===== src/design/mhpq_pkg.sv =====
// Shared types and codes for the max-heap priority queue.
`default_nettype none

package mhpq_pkg;

    localparam int DEFAULT_CAPACITY = 128;
    localparam int VALUE_W          = 32;
    localparam int TOTAL_W          = 8;

    typedef enum logic {
        REQ_INSERT = 1'b0,
        REQ_REMOVE = 1'b1
    } req_kind_t;

    typedef enum logic [1:0] {
        STATUS_OK    = 2'd0,
        STATUS_EMPTY = 2'd1,
        STATUS_FULL  = 2'd2
    } status_t;

    typedef struct packed {
        req_kind_t                  req_type;
        logic signed [VALUE_W-1:0]  value;
    } req_t;

    typedef struct packed {
        status_t                    status;
        logic signed [VALUE_W-1:0]  removed_value;
        logic [TOTAL_W-1:0]         entry_total;
        logic signed [VALUE_W-1:0]  top_value;
    } rsp_t;

    // Broadcast from the controller to every cell of the chain.
    typedef struct packed {
        logic                       shift_in;
        logic                       shift_out;
        logic signed [VALUE_W-1:0]  value;
    } cell_ctl_t;

endpackage

`default_nettype wire


===== src/design/mhpq_cell.sv =====
// One cell of the sorted chain: holds one entry and trades with its neighbors.
`default_nettype none

module mhpq_cell (
    input  wire logic                                 clk,
    input  wire mhpq_pkg::cell_ctl_t                  ctl,
    input  wire logic                                 vacant,
    input  wire logic signed [mhpq_pkg::VALUE_W-1:0]  prev_value,
    input  wire logic                                 prev_greater,
    input  wire logic signed [mhpq_pkg::VALUE_W-1:0]  next_value,
    output logic signed [mhpq_pkg::VALUE_W-1:0]       value,
    output logic                                      greater
);
    import mhpq_pkg::*;

    logic signed [VALUE_W-1:0] value_reg;
    logic signed [VALUE_W-1:0] value_next;

    // An empty cell ranks below any value, so the new value lands in the
    // first cell it beats and everything behind it moves one place down.
    assign greater = vacant || (ctl.value > value_reg);
    assign value   = value_reg;

    always_comb
    begin
        value_next = value_reg;
        if (ctl.shift_in)
        begin
            if (greater)
            begin
                value_next = prev_greater ? prev_value : ctl.value;
            end
        end
        else if (ctl.shift_out)
        begin
            value_next = next_value;
        end
    end

    always_ff @(posedge clk)
    begin
        value_reg <= value_next;
    end

endmodule

`default_nettype wire


===== config.mk =====
export PLATFORM = sky130hd
export DESIGN_NAME = mhpq_cell
export DESIGN_NICKNAME = d
export VERILOG_FILES = /design/src/design/mhpq_pkg.sv /design/src/design/mhpq_cell.sv
export SDC_FILE = /design/constraint.sdc
export NUM_CORES = 1
export LEC_CHECK = 0
export BUFFER_PORTS_ARGS = -buffer_cell sky130_fd_sc_hd__buf_2
export CORE_ASPECT_RATIO = 2
export CORE_MARGIN = 5
export CORE_UTILIZATION = 45
export CTS_CLUSTER_DIAMETER = 100
export DETAILED_ROUTE_END_ITERATION = 12
export PLACE_DENSITY = 0.8
export SETUP_SLACK_MARGIN = 0.1
export SYNTH_ARGS = -nofsm -noshare
export SYNTH_HDL_FRONTEND = slang
export SYNTH_SLANG_ARGS = --single-unit

===== constraint.sdc =====
create_clock -name clk -period 4.65 [get_ports clk]
set_clock_uncertainty 0.05 [all_clocks]
set_input_delay 0 -clock clk [delete_from_list [all_inputs] [get_ports clk]]
set_output_delay 0 -clock clk [all_outputs]
set_load 0.01 [all_outputs]

# After elaboration in Yosys (flattened, before gate mapping)
# Index checks and enable logic that the tools add are counted.
dict set report word_totals {
  in_bits 101
  output_inout_bits 33
  regBits 32
}
dict set report classes {
  eq_ne 1
  reduce_logical 3
  order_cmp 1
  n_mux 4
}
# cell count
set ops {}
lappend ops {{$mux 32} 4}
lappend ops {{$gt 32x32->1} 1}
lappend ops {{$ne 2x1->1 const B} 1}
lappend ops {{$reduce_and 2->1} 1}
lappend ops {{$reduce_bool 2->1} 1}
lappend ops {{$logic_or 1x1->1} 1}

# Longest topological paths before layout
dict set report logic_depth {
  depth_word 4
  depth_mapped 8
  depth_no_buf 8
}

# Least setup slack after synthesis
# Ideal clock, no wire load.
dict set report synth_path {
  kind {reg-to-reg}
  start {reg value_reg[14] (netlist: value[14])}
  end {reg value_reg[0] (netlist: value[0]) (enable)}
  setup_slack_ns 1.204
  period_less_slack_ns 3.446
  arrival_time_ns 2.971
  t_required_ns 4.175
  n_path_buf 0
  path_stages_with_launch 8
  cell_sequence {edfxtp_1 -> inv_1 -> ha_1 -> nand4_2 -> nor4_2 -> a211oi_1 -> o211a_1 -> o21ai_1}
}
dict set report synth_via {
  elab_chain_cells 4
}
# item line_no
set synth_lines {}
lappend synth_lines {{from (decl)} mhpq_cell.sv:16} ;# logic signed [VALUE_W-1:0] value_reg;
lappend synth_lines {{from (signal assigned)} mhpq_cell.sv:42} ;# value_reg <= value_next;
lappend synth_lines {{$gt 32x32->1} mhpq_cell.sv:21} ;# assign greater = vacant || (ctl.value > value_reg);
lappend synth_lines {{$logic_or 1x1->1} mhpq_cell.sv:21}
lappend synth_lines {{$ne 2x1->1 (no line)} -}
lappend synth_lines {{$reduce_and 2->1 (no line)} -}
# Every way passes these cells.
# A chain may end at the register's enable or synchronous reset.

# Worst setup path after layout
dict set report layout_path {
  start {reg value_reg[23] (netlist: value[23])}
  end {reg value_reg[27] (netlist: value[27]) (enable)}
}
# Same word-level chain as after synthesis.

==> results.toml <==
[outcome]
status = "finished, final reports clean"

[timing]
finalMaxSlewViolations = 0
fin_setup_tns_ns = 0
final.min_clock_period_ns = 2.90
rsz0062_at_grt = "false"
slew_headroom_pct = 29.1
period_share_pct = 62.3
setup_viol = 0
hold_violations = 0
fmax_mhz = 345
tightest_slew_ns = 1.06
hold_slack_ns = 0.000530
worst_slack_ns = 1.75

[synth]
synthDistinctLibCells = 26
yosysSeqAreaShare_pct = 38.8
synthCells = 259
syn_avg_cell_area_sq_um = 9.57
syn_area_sq_um = 2480
synth_warnings = 0
syn-num-nets = 392
ys_ff_latch = 32

[clock_tree]
cts-root-buf = "clkbuf_8"
clk_latency_ns = 0.28
cts_tree = "done"
numCtsBuffers = 5
h-tree-depth = 2
cts.sinks = 32
clkTransAtPathRegs_ns = 0.07
clockBufferDepth = 2

[placed_design]
preCtsSetupSlack_ns = 1.75
place_congestion = 0.789
dp.cells = 442
port_buffers = 133
placed_cell_area_sq_um = 3190
dp_hpwl_um = 5790

[critical_path]
start_kind = "flop"
slowest_stage = "o21ai_4"
critPathCaptureType = "flop"
cp_max_fo = 32
cpPeakStageDelay_ns = 0.85
required_ns = 4.50
cp_cell_sequence = "inv_1 > ha_1 > nand4_1 > nor4_2 > nor2_1 > o211a_1 > o21ai_4"
critPathKind = "reg -> reg"
arrival_ns = 2.75

[finish]
fin_cells = 464
stdcell_area_sq_um = 3440
post_route_cells_drive_above_1_share_pct = 35.9
antenna_cells = 0
fin_util_pct = 64.0
syn2layout_area_growth_pct = 38.8
fill_cells = 481
layout_common_cells = "buf_2 (133), a21oi_1 (45), inv_1 (34), nor2_1 (34), mux2i_1 (33)"
largest_reg_flops = 32
nNetsFinal = 536
mostFrequentLayoutCell = "buf_2"

[routing]
antenna_left = 0
vias_per_cell = 5.27
wire_per_inst_um = 15.8
vias = 2445
drc = 0
dr.pass1.iters = 4
wirelength_um = 7350
drt_iter0_drc = 42

[global_routing]
gr-total-overflow = 0
grt_use_total_pct = 20.2
grt_pass1_vias = 2631
grt_max_degree = 67
antenna_found_initial = 0
grt_pass1_wl_um = 11600

[power_and_ir_drop]
p_leak_nw = 1.82
powerDensity_nw_per_um2 = 275
peakVddDrop_mv = 0.246
finalPower_mw = 0.945

[min_path]
hold_path.class = "in -> reg"

[run]
maxCapViolations = 0

[die]
dieArea_sq_um = 7180
initial_core_util_pct = 46.1
design.portCount = 134
die_y_um = 115
fp-row-count = 38
die_w_um = 62.5
core_area_sq_um = 5370
==> critical path: cells and delay by family (launching register included) <==
family,cells,cell delay [ns]
AOI/OAI and AO/OA,2,1.12
adders and majority gates,1,0.32
buffers and inverters,1,0.05
DFF,1,0.36
and+or+nand+nor,3,0.62
==> cells in the mapped netlist <==
cell type | number | area, sq um
o21bai_1 | 1 | 7.51
nand3_1 | 5 | 25.0
o21a_1 | 1 | 7.51
clkbuf_1 | 8 | 30.0
nand2_1 | 6 | 22.5
nor2_1 | 34 | 128
o211a_1 | 2 | 20.0
edfxtp_1 | 32 | 961
mux2i_1 | 33 | 330
inv_1 | 34 | 128
nand4_2 | 1 | 12.5
a211oi_1 | 2 | 15.0
or2_1 | 1 | 6.26
ha_1 | 32 | 400
a21oi_1 | 45 | 225
a2111oi_2 | 1 | 15.0
o31ai_1 | 1 | 7.51
and4_1 | 1 | 8.76
nor4_2 | 2 | 25.0
o21ai_1 | 1 | 5.00
nand2b_1 | 1 | 6.26
buf_2 | 3 | 15.0
o21ai_0 | 3 | 15.0
o221ai_1 | 1 | 8.76
nand4_1 | 5 | 31.3
a21o_1 | 3 | 22.5
==> cell type report <==
type                            count  area (sq um)  share of cell area, %
Inverter                           34           128                   3.71
Multi-Input combinational cell    182          1360                   39.4
Timing Repair Buffer              148           813                   23.6
Sequential cell                    32           961                   27.9
Clock inverter                      3          37.5                   1.09
Tap cell                           60          75.1                   2.18
Clock buffer                        5          68.8                   2.00
==> per-layer routing <==
layer / part of all wire, % / vias up / track usage (%)
met5: 0 / - / 0
met4: 1.8 / 0 / 7.79
met3: 5.8 / 13 / 4.79
met2: 61 / 88 / 42.9
met1: 32 / 1122 / 16.9
li1: - / 1222 / -
==> final timing paths <==
| path | from | end | slack [ns] | cells past startpoint |
|---|---|---|---|---|
| min reg2reg | value[0]$_DFFE_PP_ | value[31]$_DFFE_PP_ | 1.40 | 5 |
| max reg2reg | value[23]$_DFFE_PP_ | value[27]$_DFFE_PP_ | 1.75 | 7 |
| min | next_value[10] | value[10]$_DFFE_PP_ | 0.0005 | 3 |
| max | value[23]$_DFFE_PP_ | value[27]$_DFFE_PP_ | 1.75 | 7 |
==> where the power goes <==
| part | total [mW] | leakage [nW] | switching, mW | internal (mW) |
|---|---|---|---|---|
| clock | 0.260 | 0.0532 | 0.104 | 0.156 |
| sequential | 0.380 | 0.315 | 0.0159 | 0.364 |
| combinational | 0.305 | 1.45 | 0.168 | 0.137 |
| total | 0.945 | 1.82 | 0.288 | 0.657 |
==> kinds of logic after synthesis <==
logic type	synth area share, %
AOI/OAI and AO/OA	14.1
adders and majority gates	16.2
buffers and inverters	6.97
DFF	38.8
muxes	13.3
and+or+nand+nor	10.7
==> repair_timing <==
action / in CTS / in global routing
hold buffers: 14 / 0
gates resized for setup: 0 / 0
endpoints found under the hold margin: 14 / 0
buffers inserted: 0 / 0
endpoints found under the setup margin: 0 / 0
Note: power is estimated with default switching activity, not from simulation.
